===== config.mk =====
export PLATFORM = sky130hd
export DESIGN_NAME = ffba_queue
export DESIGN_NICKNAME = d
export VERILOG_FILES = /design/src/rtl/ffba_pkg.sv /design/src/rtl/ffba_queue.sv
export SDC_FILE = /design/constraint.sdc
export NUM_CORES = 1
export LEC_CHECK = 0
export ABC_AREA = 1
export CAP_MARGIN = 20
export CORE_ASPECT_RATIO = 0.75
export CORE_MARGIN = 5
export CORE_UTILIZATION = 32
export CTS_CLUSTER_DIAMETER = 150
export DETAILED_ROUTE_END_ITERATION = 8
export DONT_BUFFER_PORTS = 1
export PLACE_DENSITY_LB_ADDON = 0.2
export SLEW_MARGIN = 20
export SYNTH_ARGS = -nofsm -noshare
export SYNTH_HDL_FRONTEND = slang
export SYNTH_SLANG_ARGS = --single-unit

===== constraint.sdc =====
create_clock -name clk -period 13.3 [get_ports clk]
set_input_delay 1.995 -clock clk [delete_from_list [all_inputs] [get_ports clk]]
set_output_delay 1.995 -clock clk [all_outputs]
set_load 0.005 [all_outputs]

===== src/rtl/ffba_pkg.sv =====
// Shared types, codes and constants of the first-fit block allocator.
// Used by every module of the allocator except ffba_ram; depends on nothing.
package ffba_pkg;

  localparam int MAX_BLOCKS          = 64;
  // Powers of two: rounding is done with masks.
  localparam int PAGE_BYTES          = 4096;
  localparam int HEADER_BYTES        = 32;
  localparam int ALIGN_BYTES         = 16;
  localparam int MIN_REMAINDER_BYTES = 64;

  localparam logic [1:0] CMD_ALLOC      = 2'd0;
  localparam logic [1:0] CMD_ALLOC_PAGE = 2'd1;
  localparam logic [1:0] CMD_FREE       = 2'd2;
  localparam logic [1:0] CMD_INIT       = 2'd3;

  localparam logic [2:0] ST_OK      = 3'd0;
  localparam logic [2:0] ST_ZERO    = 3'd1;
  localparam logic [2:0] ST_SPACE   = 3'd2;
  localparam logic [2:0] ST_INVALID = 3'd3;
  localparam logic [2:0] ST_FULL    = 3'd4;

  localparam logic [0:0] REG_REGION_START = 1'b0;
  localparam logic [0:0] REG_REGION_BYTES = 1'b1;

  typedef struct packed {
    logic [1:0]  command;
    logic [31:0] request_bytes;
    logic [31:0] free_address;
  } in_item_t;

  typedef struct packed {
    logic [31:0] data_address;
    logic [2:0]  status;
  } out_item_t;

  typedef struct packed {
    logic [1:0]  command;
    logic [33:0] needed;
    logic [33:0] grow_amt;
    logic        zero;
    logic        big;
    logic [31:0] free_address;
  } job_t;

  function automatic logic [33:0] ru_align(logic [33:0] v);
    return (v + 34'(ALIGN_BYTES - 1)) & ~34'(ALIGN_BYTES - 1);
  endfunction

  function automatic logic [33:0] ru_page(logic [33:0] v);
    return (v + 34'(PAGE_BYTES - 1)) & ~34'(PAGE_BYTES - 1);
  endfunction

  localparam logic [33:0] INIT_AMT =
    (34'(PAGE_BYTES + HEADER_BYTES) + 34'(PAGE_BYTES - 1)) & ~34'(PAGE_BYTES - 1);

endpackage


===== src/rtl/ffba_queue.sv =====
// Two-entry queue of classified requests between front and back.
// Depends on ffba_pkg.
module ffba_queue (
  input  logic           clk,
  input  logic           rst_n,
  input  logic           push,
  input  ffba_pkg::job_t push_job,
  output logic           full,
  input  logic           pop,
  output logic           valid,
  output ffba_pkg::job_t pop_job
);

  ffba_pkg::job_t slot_r [2];
  logic       wp_r, rp_r;
  logic [1:0] cnt_r;

  assign full    = (cnt_r == 2'd2);
  assign valid   = (cnt_r != 2'd0);
  assign pop_job = slot_r[rp_r];

  always_ff @(posedge clk) begin
    if (!rst_n) begin
      wp_r  <= 1'b0;
      rp_r  <= 1'b0;
      cnt_r <= 2'd0;
    end else begin
      if (push) begin
        wp_r <= ~wp_r;
      end
      if (pop) begin
        rp_r <= ~rp_r;
      end
      cnt_r <= cnt_r + 2'(push) - 2'(pop);
    end
    if (push) begin
      slot_r[wp_r] <= push_job;
    end
  end

  assert property (@(posedge clk) disable iff (!rst_n) !(push && full))
    else $error("queue push while full");
  assert property (@(posedge clk) disable iff (!rst_n) !(pop && !valid))
    else $error("queue pop while empty");

endmodule


Word-level counts from Yosys, hierarchy flattened
Memories as Yosys holds them, arrays and structs flattened. A register that Yosys moved wholly into a read port is not among the register bits.
Cells that the tools add are included.
W data, S select, Z words.
{"block": "op_classes", "n_addsub": 2, "multipliers": 0, "div": 0, "n_lt_le_gt_ge": 0, "n_eq_ne": 1, "shift": 0, "n_mux": 4, "bitwise": 2, "reduce_logical": 1}
{"cell": "$mux W1", "count": 4}
{"cell": "$add A2 B1 Y2", "count": 1}
{"cell": "$eq A2 B2 Y1 const B", "count": 1}
{"cell": "$not A1 Y1", "count": 2}
{"cell": "$reduce_bool A2 Y1", "count": 1}
{"cell": "$sub A2 B1 Y2", "count": 1}
{"block": "word_totals", "ff_bits": 4, "latchBits": 0, "mem_bits_rw": 208, "mem_bits_ro": 0, "input_bits": 108, "out_inout_bits": 106, "wordCells": 14, "memories": 1}
{"name": "slot_r", "depth": 2, "width": 104, "rd": 1, "rd_clocked_by_memory_dff": 1, "write_ports": 1, "line_no": "ffba_queue.sv:14", "source": "ffba_pkg::job_t slot_r [2];"}

Logic depth before layout (Yosys ltp)
{"block": "logic_depth", "word_depth": 3, "ltp_mapped": 9, "mapped_depth_nobuf": 9}

Worst setup path before layout
Ideal clock, no wire load.
{"block": "synth_path", "path_kind": "input-to-reg", "from": "input push", "to": "memory slot_r[0][0] (netlist name), enable pin", "setup_time_ps": 571, "arrival_ps": 6388, "required_ps": 12729, "setup_slack_ps": 6342, "stages": 2, "n_path_buf": 0, "cell_sequence": "inv_1 > nor2_1"}
{"block": "synth_between", "elab_chain_cells": 2}
{"item": "start: declaration", "line_no": "ffba_queue.sv:6", "source": "input logic push,"}
{"item": "$mux W1", "line_no": "ffba_queue.sv:36", "source": "if (push) begin"}
{"item": "$mux W1 (not written as such)", "line_no": "ffba_queue.sv:37", "source": "slot_r[wp_r] <= push_job;"}
{"item": "end: declaration", "line_no": "ffba_queue.sv:14"}
Every way passes these cells.

==> results by group <==
Clock tree
  – Clock latency at the later pin of the worst-skew pair: 490 ps
  – Clock transition at the registers of the reported paths: 60 ps
  – CTS HTree Levels: 1
  – Maximum clock path buffer count: 3
  – CTS buffer count: 23
  – Post-CTS Setup Bufs: 0
  – CTS tree: yes
  – CTS root buf: clkbuf_16
  – Resized Gates After CTS: 0
  – # clock sinks: 213
  – Hold_buf cts: 0

STA
  – Final TNS setup: 0 ps
  – Final setup violation count: 0
  – RSZ-0062 raised after global routing: no
  – Fmax: 213 MHz
  – Minimum hold slack: 497 ps
  – Crit path time final: 4690 ps
  – Slew margin rel.: 33.8%
  – Final Max Tran Viols: 0
  – Final Hold Viols: 0
  – Final Cycle Share: 35.2%
  – Least-Margin Pin Slew: 993 ps
  – Skew final: 10.1 ps

Worst setup path
  – Critical Path RT: 11310 ps
  – Crit path max fanout: 58
  – Slowest cell delay on critical path: 960 ps
  – R2R cell count: 3
  – R2r setup slk: 11080 ps
  – Crit path DAT: 2690 ps
  – Critical path type: reg -> out
  – CP endpoint kind: primary output
  – CP Capture Point: pop_job[0]
  – Crit start category: flip-flop
  – RR Startpoint: wp_r
  – Worst-path cell chain: buf_4 -> mux2_2
  – Slowest-stage cell, CP: dfxtp_4
  – Reg-to-reg endpoint: slot_r[1][54]

Synthesis
  – Most common cell in the netlist: edfxtp_1
  – Ys async rst share: 0%
  – Yosys top cell area share: 78.3%
  – Synth Area in Compound Gates: 0.0627%
  – Post-Synth XOR/XNOR Area: 0%
  – Top cell type by total area after synthesis: edfxtp_1
  – Seq/Total Area, Yosys: 79.5%
  – Synth Net Count: 467
  – Syn. warnings: 0
  – Distinct cells, synth: 13
  – Main combinational cell family by area after synthesis: multiplexers
  – Mapped Avg Cell Area: 22.4 sq um
  – Ys flop type: edfxtp_1
  – Fraction of the mapped netlist area in simple logic gates: 0.862%
  – Mux contribution to synthesized area: 17.5%
  – Top cells by area, synth: edfxtp_1, mux2_4, mux2_2
  – Number of synthesized register bits: 213
  – Commonest cells in the synthesized netlist: edfxtp_1, mux2_4, mux2_2
  – Syn Std Cell Area: 7980 sq um
  – Post-Syn Instances: 357
  – Number of flops mapped to enable cells by yosys: 208
  – Synth Area in Adders: 0.314%

Floorplan
  – Area of the die: 28200 sq um
  – Core ar.: 24800 sq um
  – DIE HEIGHT: 147 um
  – Die W: 192 um
  – # rows: 50
  – Initial Util: 32.2%
  – # IOs: 214

Placement
  – Gpl congestion: 0.687
  – Dpl hpwl: 9.79 mm
  – Port Buffers: 0
  – Cell Area, Placed: 8330 sq um
  – Placed Instances: 687

Route
  – DRC Markers: 0
  – Drt via density: 4.38
  – Via count: 3185
  – Routed wire per std cell: 20.1 um
  – 1st-iter DRT viols: 105
  – Router iterations before antenna repair: 4
  – Final WL: 14.7 mm
  – Number of routed nets with antenna violations: 0

GRT
  – Largest net degree at the start of global routing: 59
  – Vias in the first global route: 3421
  – First-pass GRT wire length: 21.1 mm
  – Tot GR Track Use: 9.68%
  – Initial antenna violation count: 0
  – Grt total ovfl: 0

Layout
  – FF/Latch Area: 6350 sq um
  – Fraction of layout cells with a size suffix above 1: 36.2%
  – Multi-input logic area: 1500 sq um
  – Final net count: 484
  – Fin cells: 728
  – Filler Cells Inserted: 2295
  – # diodes: 0
  – Area Overhead vs Synth: 13.0%
  – Final instance area: 9020 sq um

Worst hold path
  – Hold WC Path Type: reg -> reg

Pwr
  – Power Density: 161 nW/um^2
  – Max VDD drop: 83.5 uV
  – LEAKAGE: 3.05 nW
  – Power, Total: 0.00145 W

Run status
  – Status: finished clean

Flow run
  – # Max-Cap Violations: 0
==> metrics by stage <==
step           utilization (%)  setup WS, ps
3_5_place_dp              33.6          9020
4_1_cts                   36.4          8480
5_1_grt                   36.4          8410
6_report                  36.4          8610
3_3_place_gp              33.6          9060
2_1_floorplan                -          6340
==> power by group <==
group	internal [W]	total, W	switching, W
Sequential	0.000778	0.000792	0.0000143
Clock	0.000336	0.000574	0.000238
Combinational	0.0000419	0.0000868	0.0000449
Total	0.00116	0.00145	0.000297
==> worst max-delay path, delay by kind of cell, from the launching register on <==
kind                   cells  cell delay (ps)
buffers and inverters      1              770
flip-flops                 1              960
multiplexers               1              440
==> logic make-up (layout without fill, tap and decap cells) <==
kind of cell / count (synthesis) / in the layout
buffers and inverters: 19 / 52
AO/OA/AOI/OAI: 1 / 1
adder cells (fa/ha/maj): 2 / 2
multiplexers: 104 / 104
AND/OR/NAND/NOR: 18 / 18
flip-flops: 213 / 213
==> registers in the layout, indices dropped and copies added (netlist names), named ones only <==
signal and flops:
wp_r 1, slot_r 208, rp_r 1, cnt_r 2
==> area by class of cell <==
class                           count  area share (%)
Sequential cell                   213            70.4
Multi-Input combinational cell    125            16.7
Clock buffer                       28            6.59
Tap cell                          338            4.69
Clock inverter                     13            1.03
Timing Repair Buffer                4           0.333
Inverter                            7           0.319
==> placed cells by master (no fill, tap or decap) <==
master	count
ha_1	2
mux2_2	44
nand2_1	9
nor2_1	7
buf_4	4
clkinv_2	2
edfxtp_1	208
clkbuf_1	5
clkinvlp_4	4
inv_4	1
a21oi_1	1
nor2_4	1
mux2_4	60
bufinv_16	1
nand3_1	1
clkbuf_16	23
dfxtp_1	4
clkinv_1	6
dfxtp_4	1
inv_1	6
==> routing by layer <==
metal / wire length [um] / global-route usage [%] / vias up
met5: 0 / 0 / -
met4: 320 / 2.42 / 0
met3: 2470 / 7.51 / 21
met2: 6330 / 14.4 / 157
met1: 5540 / 10.9 / 1577
li1: - / - / 1430
==> how the worst min path moves through the flow <==
stage / start / to / slack, ps / depth (start not counted)
after floorplan: rp_r / flip-flop / 460 / 2
after global placement: rp_r / rp_r / 480 / 2
after detailed placement: rp_r / flip-flop / 480 / 2
after CTS: rp_r / flip-flop / 500 / 2
after global routing: rp_r / rp_r / 540 / 2
final: rp_r / flip-flop / 500 / 2
Note: power is estimated with default switching activity, not from simulation.
