### config.mk
export PLATFORM = sky130hd
export DESIGN_NAME = ffba_front
export DESIGN_NICKNAME = d
export VERILOG_FILES = /design/src/rtl/ffba_pkg.sv /design/src/rtl/ffba_front.sv
export SDC_FILE = /design/constraint.sdc
export NUM_CORES = 1
export LEC_CHECK = 0
export BUFFER_PORTS_ARGS = -buffer_cell sky130_fd_sc_hd__buf_2
export CELL_PAD_IN_SITES_DETAIL_PLACEMENT = 0
export CELL_PAD_IN_SITES_GLOBAL_PLACEMENT = 2
export CORE_MARGIN = 2
export CORE_UTILIZATION = 30
export CTS_CLUSTER_SIZE = 24
export DETAILED_ROUTE_END_ITERATION = 6
export GPL_TIMING_DRIVEN = 0
export PLACE_DENSITY = 0.95
export SETUP_SLACK_MARGIN = 0.5
export SLEW_MARGIN = 20
export SYNTH_ARGS = -nofsm -noshare
export SYNTH_HDL_FRONTEND = slang
export SYNTH_SLANG_ARGS = --single-unit
### constraint.sdc
create_clock -name clk -period 6.9 [get_ports clk]
set_clock_uncertainty 0.1 [all_clocks]
set_input_delay 0.69 -clock clk [delete_from_list [all_inputs] [get_ports clk]]
set_output_delay 0.69 -clock clk [all_outputs]
set_load 0.05 [all_outputs]
### src/rtl/ffba_pkg.sv
// Shared types, codes and constants of the first-fit block allocator.
// Used by every module of the allocator except ffba_ram; depends on nothing.
package ffba_pkg;

  localparam int MAX_BLOCKS          = 64;
  // Powers of two: rounding is done with masks.
  localparam int PAGE_BYTES          = 4096;
  localparam int HEADER_BYTES        = 32;
  localparam int ALIGN_BYTES         = 16;
  localparam int MIN_REMAINDER_BYTES = 64;

  localparam logic [1:0] CMD_ALLOC      = 2'd0;
  localparam logic [1:0] CMD_ALLOC_PAGE = 2'd1;
  localparam logic [1:0] CMD_FREE       = 2'd2;
  localparam logic [1:0] CMD_INIT       = 2'd3;

  localparam logic [2:0] ST_OK      = 3'd0;
  localparam logic [2:0] ST_ZERO    = 3'd1;
  localparam logic [2:0] ST_SPACE   = 3'd2;
  localparam logic [2:0] ST_INVALID = 3'd3;
  localparam logic [2:0] ST_FULL    = 3'd4;

  localparam logic [0:0] REG_REGION_START = 1'b0;
  localparam logic [0:0] REG_REGION_BYTES = 1'b1;

  typedef struct packed {
    logic [1:0]  command;
    logic [31:0] request_bytes;
    logic [31:0] free_address;
  } in_item_t;

  typedef struct packed {
    logic [31:0] data_address;
    logic [2:0]  status;
  } out_item_t;

  typedef struct packed {
    logic [1:0]  command;
    logic [33:0] needed;
    logic [33:0] grow_amt;
    logic        zero;
    logic        big;
    logic [31:0] free_address;
  } job_t;

  function automatic logic [33:0] ru_align(logic [33:0] v);
    return (v + 34'(ALIGN_BYTES - 1)) & ~34'(ALIGN_BYTES - 1);
  endfunction

  function automatic logic [33:0] ru_page(logic [33:0] v);
    return (v + 34'(PAGE_BYTES - 1)) & ~34'(PAGE_BYTES - 1);
  endfunction

  localparam logic [33:0] INIT_AMT =
    (34'(PAGE_BYTES + HEADER_BYTES) + 34'(PAGE_BYTES - 1)) & ~34'(PAGE_BYTES - 1);

endpackage

### src/rtl/ffba_front.sv
// Front part: accepts requests, rounds sizes and classifies them.
// Depends on ffba_pkg; feeds ffba_queue.
module ffba_front (
  input  logic              clk,
  input  logic              rst_n,
  input  logic              start,
  output logic              busy,
  input  ffba_pkg::in_item_t in_item,
  input  logic              q_full,
  output logic              push,
  output ffba_pkg::job_t    push_job
);

  logic        st_v_r, st_v_nxt;
  logic [1:0]  cmd_r;
  logic [33:0] needed_r;
  logic        zero_r, big_r;
  logic [31:0] faddr_r;
  logic [33:0] sz, needed;
  logic        accept;

  assign busy   = st_v_r & q_full;
  assign push   = st_v_r & ~q_full;
  assign accept = start & ~busy;
  assign st_v_nxt = accept | (st_v_r & ~push);

  always_comb begin
    if (in_item.command == ffba_pkg::CMD_ALLOC_PAGE) begin
      sz = ffba_pkg::ru_page({2'b00, in_item.request_bytes});
    end else begin
      sz = {2'b00, in_item.request_bytes};
    end
    needed = ffba_pkg::ru_align(sz);
  end

  always_comb begin
    push_job.command      = cmd_r;
    push_job.needed       = needed_r;
    push_job.grow_amt     = ffba_pkg::ru_page(needed_r + 34'(ffba_pkg::HEADER_BYTES));
    push_job.zero         = zero_r;
    push_job.big          = big_r;
    push_job.free_address = faddr_r;
  end

  always_ff @(posedge clk) begin
    if (!rst_n) begin
      st_v_r <= 1'b0;
    end else begin
      st_v_r <= st_v_nxt;
    end
    if (accept) begin
      cmd_r    <= in_item.command;
      needed_r <= needed;
      zero_r   <= (sz == 34'd0);
      big_r    <= (needed[33:32] != 2'b00);
      faddr_r  <= in_item.free_address;
    end
  end

endmodule

Word level (Yosys, flattened, before mapping)
Index checks and enable logic that the tools add are counted.

word-level totals
  bits in registers = 67
  latch bits = 0
  memory bits (writable) = 0
  bits in read-only memories = 0
  input bits = 70
  output and inout port bits = 106
  logic and storage cells = 22
  memories kept = 0

operators by class
  add/sub/neg operators = 4
  $mul = 0
  divide/modulo/power cells = 0
  $lt $le $gt $ge = 0
  eq/ne operators = 1
  shift-type cells = 0
  mux-type cells = 1
  bitwise operators = 8
  reduce and logical (&&, ||, !) cells = 2

operators by type and width
  kind                                                 count
  adder 33 x 4 -> 34 bit, second input constant        1
  adder 34 x 12 -> 34 bit, second input constant       1
  adder 34 x 6 -> 34 bit, second input constant        1
  logical NOT 34 bit                                   1
  adder 32 x 12 -> 33 bit, second input constant       1
  two-way mux 33 bit                                   1
  bitwise AND 1 bit                                    4
  NOT 1 bit                                            3
  equality test 2 x 1 -> 1 bit, second input constant  1
  nonzero test 2 bit                                   1
  bitwise OR 1 bit                                     1

Longest topological paths before layout
  word-level depth = 5
  depth in mapped cells = 8
  mapped depth without buffers = 7

Least setup slack after synthesis
No wires, ideal clock.

  path kind = in2reg
  start = in q_full
  end = reg big_r (enable)
  library setup time = 0.497 ns
  arrival = 4.000 ns
  required time = 6.303 ns
  path slack = 2.304 ns
  cell stages on the path = 2
  path buffers = 0
  cell sequence = and2_1 -> nor2b_1

on the way
  word-level cells in the longest chain between the ends = 3

RTL lines
  what                  line              text
  from (decl)           ffba_front.sv:9   input logic q_full,
  bitwise AND 1 bit     ffba_front.sv:22  assign busy = st_v_r & q_full;
  NOT 1 bit             ffba_front.sv:24  assign accept = start & ~busy;
  bitwise AND 1 bit     ffba_front.sv:24
  named net accept      ffba_front.sv:20  logic accept;
  to (signal assigned)  ffba_front.sv:55  big_r <= (needed[33:32] != 2'b00);
  to (decl)             ffba_front.sv:17  logic zero_r, big_r;

The timed path passes the listed nets, and every way through them passes these cells.
A chain may end at the register's enable or synchronous reset.

==> run summary <==
Rows = 40
worst-path maximum fanout = 5
hold violation total from the final report = 0
switching part of the total = 0.299
crit path launch type = register
total wire length = 9170 µm
Ports = 176
period utilization = 0.517
initial antenna violation count = 1
Synth Instances = 311
Fill cells = 1173
power per cell area = 246 mW/mm²
Sw Pwr = 0.371 mW
clk sinks = 67
Synth Register Bits = 67
max cap viols = 0
worst rel slew slack = 0.543
Die Height = 114 µm
DIE WIDTH = 114 µm
drt pass-1 iters = 4
P&R area growth vs syn = 37.9%
clk buf depth = 2
fin area = 0.00504 mm²
# setup viols final = 0
CTS clock-pin slew for the worst setup and hold paths = 0.06 ns
DR iter-0 viols = 167
worst slew pin tran = 0.685 ns
fin crit period = 3.57 ns
Distinct cells, synth = 50
Post-DRT Antenna Nets = 0
Initial Utilization = 0.305
DP HPWL = 7500 µm
largest net degree at the start of global routing = 31
sequential share of power = 0.396
CTS Buf Count = 9
layout cells sized above 1 = 0.424
Slew Limit Fails = 0
Syn Area/Cell = 11.7 µm²
leak pwr = 2.02 nW
PortBufs = 153
CORE AREA = 0.0120 mm²
insertion delay to the later sink of the worst-skew pair = 0.32 ns
die area = 0.0131 mm²
DR vias = 3000
peak supply drop = 0.102 mV
Max Clk Rate = 280 MHz
htree depth = 3
logic gate share of total power = 0.215
PostCTS Resize Cnt = 0
# hold bufs at CTS = 0
Post-synth EDFFs = 66
placed instance area = 0.00472 mm²
setup_tns = 0 ns
sequential element share of the synthesized area = 0.548
nets@finish = 563
status = completed
first-pass GRT wire length = 14100 µm
Primary FF master, synth = edfxtp_1
buffers inserted by post-CTS timing repair = 0
Async S/R FF share, synth = 0
P_int = 0.870 mW
HP Class = input port to register
RSZ-0062 raised after global routing = no
Clock Tree Root = clkbuf_16
RePlAce Congestion = 0.810
number of global-route vias before repair = 2828
Avg Vias per Cell = 4.65
CTS tree = built
Post-route DRC = 0
Routed WL per cell = 14.2 µm
worst path required time = 6.11 ns
Overall Global Routing Usage = 0.141
ant diodes = 0
Mapped Area = 0.00365 mm²
warning count from the yosys run = 0
Critical Path End Type = output pin
critical path class = register to output pin
total grt overflow = 0
Arrival @ worst endpoint = 2.78 ns
clock network fraction of design power = 0.389
[cell families (layout without fill, tap and decap cells)]
| group | Yosys count | count (layout) | share of synthesized area |
|---|---|---|---|
| AO/OA/AOI/OAI | 21 | 21 | 0.0435 |
| XOR/XNOR | 59 | 59 | 0.144 |
| buffers and inverters | 31 | 202 | 0.0545 |
| flip-flops | 67 | 67 | 0.548 |
| other | 1 | 17 | 0.00103 |
| AND/OR/NAND/NOR | 132 | 132 | 0.209 |
[power groups by stage]
stage | clock network (mW) | registers [mW] | logic, mW
2_1_floorplan | 0 | 0.582 | 0.112
3_3_place_gp | 0 | 0.503 | 0.261
3_5_place_dp | 0 | 0.500 | 0.268
4_1_cts | 0.497 | 0.492 | 0.268
5_1_grt | 0.518 | 0.495 | 0.281
6_report | 0.483 | 0.492 | 0.267
[synthesized netlist by cell type (all sizes together), types with 5 or more instances]
cell type	instances	share of area
xnor2	42	0.10
nor2b	5	0.0086
nand3	15	0.021
nand2	22	0.023
and3	7	0.012
edfxtp	66	0.54
nor3	8	0.014
buf	23	0.046
nor2	28	0.029
nor4	12	0.033
clkbuf	5	0.0051
xor2	17	0.041
nand4	19	0.034
[worst max-delay path, cell delays in order, from the launching register on]
cell       delay (ns)
edfxtp_1         0.43
and3_1           0.23
and2_1           0.14
o2111ai_1        0.35
nor4_1           0.53
and2_1           0.25
nand2_1          0.09
xnor2_1          0.15
buf_2            0.29
[metal layers]
| layer | part of all wire | GRT usage | vias to the layer above | wire length (µm) |
|---|---|---|---|---|
| met5 | 0.0021 | 0 | - | 19 |
| met4 | 0.018 | 0.0610 | 2 | 166 |
| met3 | 0.068 | 0.0355 | 13 | 620 |
| met2 | 0.49 | 0.241 | 126 | 4530 |
| met1 | 0.42 | 0.169 | 1386 | 3830 |
| li1 | - | - | 1473 | - |
[cell type report]
class / count / area (µm²) / share of cell area
plain buffers: 28 / 188 / 0.0373
well taps: 147 / 184 / 0.0365
multi-input cells: 229 / 1520 / 0.302
flip-flops and latches: 67 / 2000 / 0.397
inverters: 3 / 11.3 / 0.00224
clock inverters: 5 / 77.6 / 0.0154
repair buffers: 155 / 813 / 0.161
clock buffers: 11 / 243 / 0.0482
[path summary, 6_finish.rpt]
kind,depth (start not counted),endpoint,start,slack [ns]
setup / recovery,8,push_job[66],needed_r[14],3.33
hold reg to reg,2,st_v_r,st_v_r,0.57
setup reg to reg,3,faddr_r[23],st_v_r,5.19
hold / removal,1,faddr_r[19],in_item[19],0.44
[layout by cell type, fill, tap and decap left out, types with 4 or more instances in the layout]
cell type	instances
xnor2_1	41
nor4_2	5
clkbuf_16	9
nor2b_1	4
and3_1	6
and2_1	4
edfxtp_1	66
xor2_1	17
clkbuf_1	6
conb_1	17
nand2_1	21
nor3_1	7
buf_2	156
nor2_1	28
nor4_1	6
buf_4	19
nand3_1	15
nand4_1	18
[state kept, by name, indices dropped and copies added, names as in the netlist]
name,flops
zero_r,1
needed_r,30
faddr_r,32
big_r,1
cmd_r,2
st_v_r,1
[per-stage QoR]
| step | cells | hold WS (ns) | power (mW) | utilization | setup slack [ns] |
|---|---|---|---|---|---|
| after floorplan | 327 | 0.689 | 0.694 | - | 2.30 |
| after global placement | 627 | 0.477 | 0.764 | 0.390 | 1.34 |
| after detailed placement | 629 | 0.562 | 0.768 | 0.394 | 3.64 |
| after CTS | 645 | 0.424 | 1.26 | 0.421 | 3.24 |
| after global routing | 645 | 0.422 | 1.29 | 0.421 | 3.09 |
| final | 645 | 0.440 | 1.24 | 0.421 | 3.33 |
No activity file was read; power rests on OpenSTA's default activity.
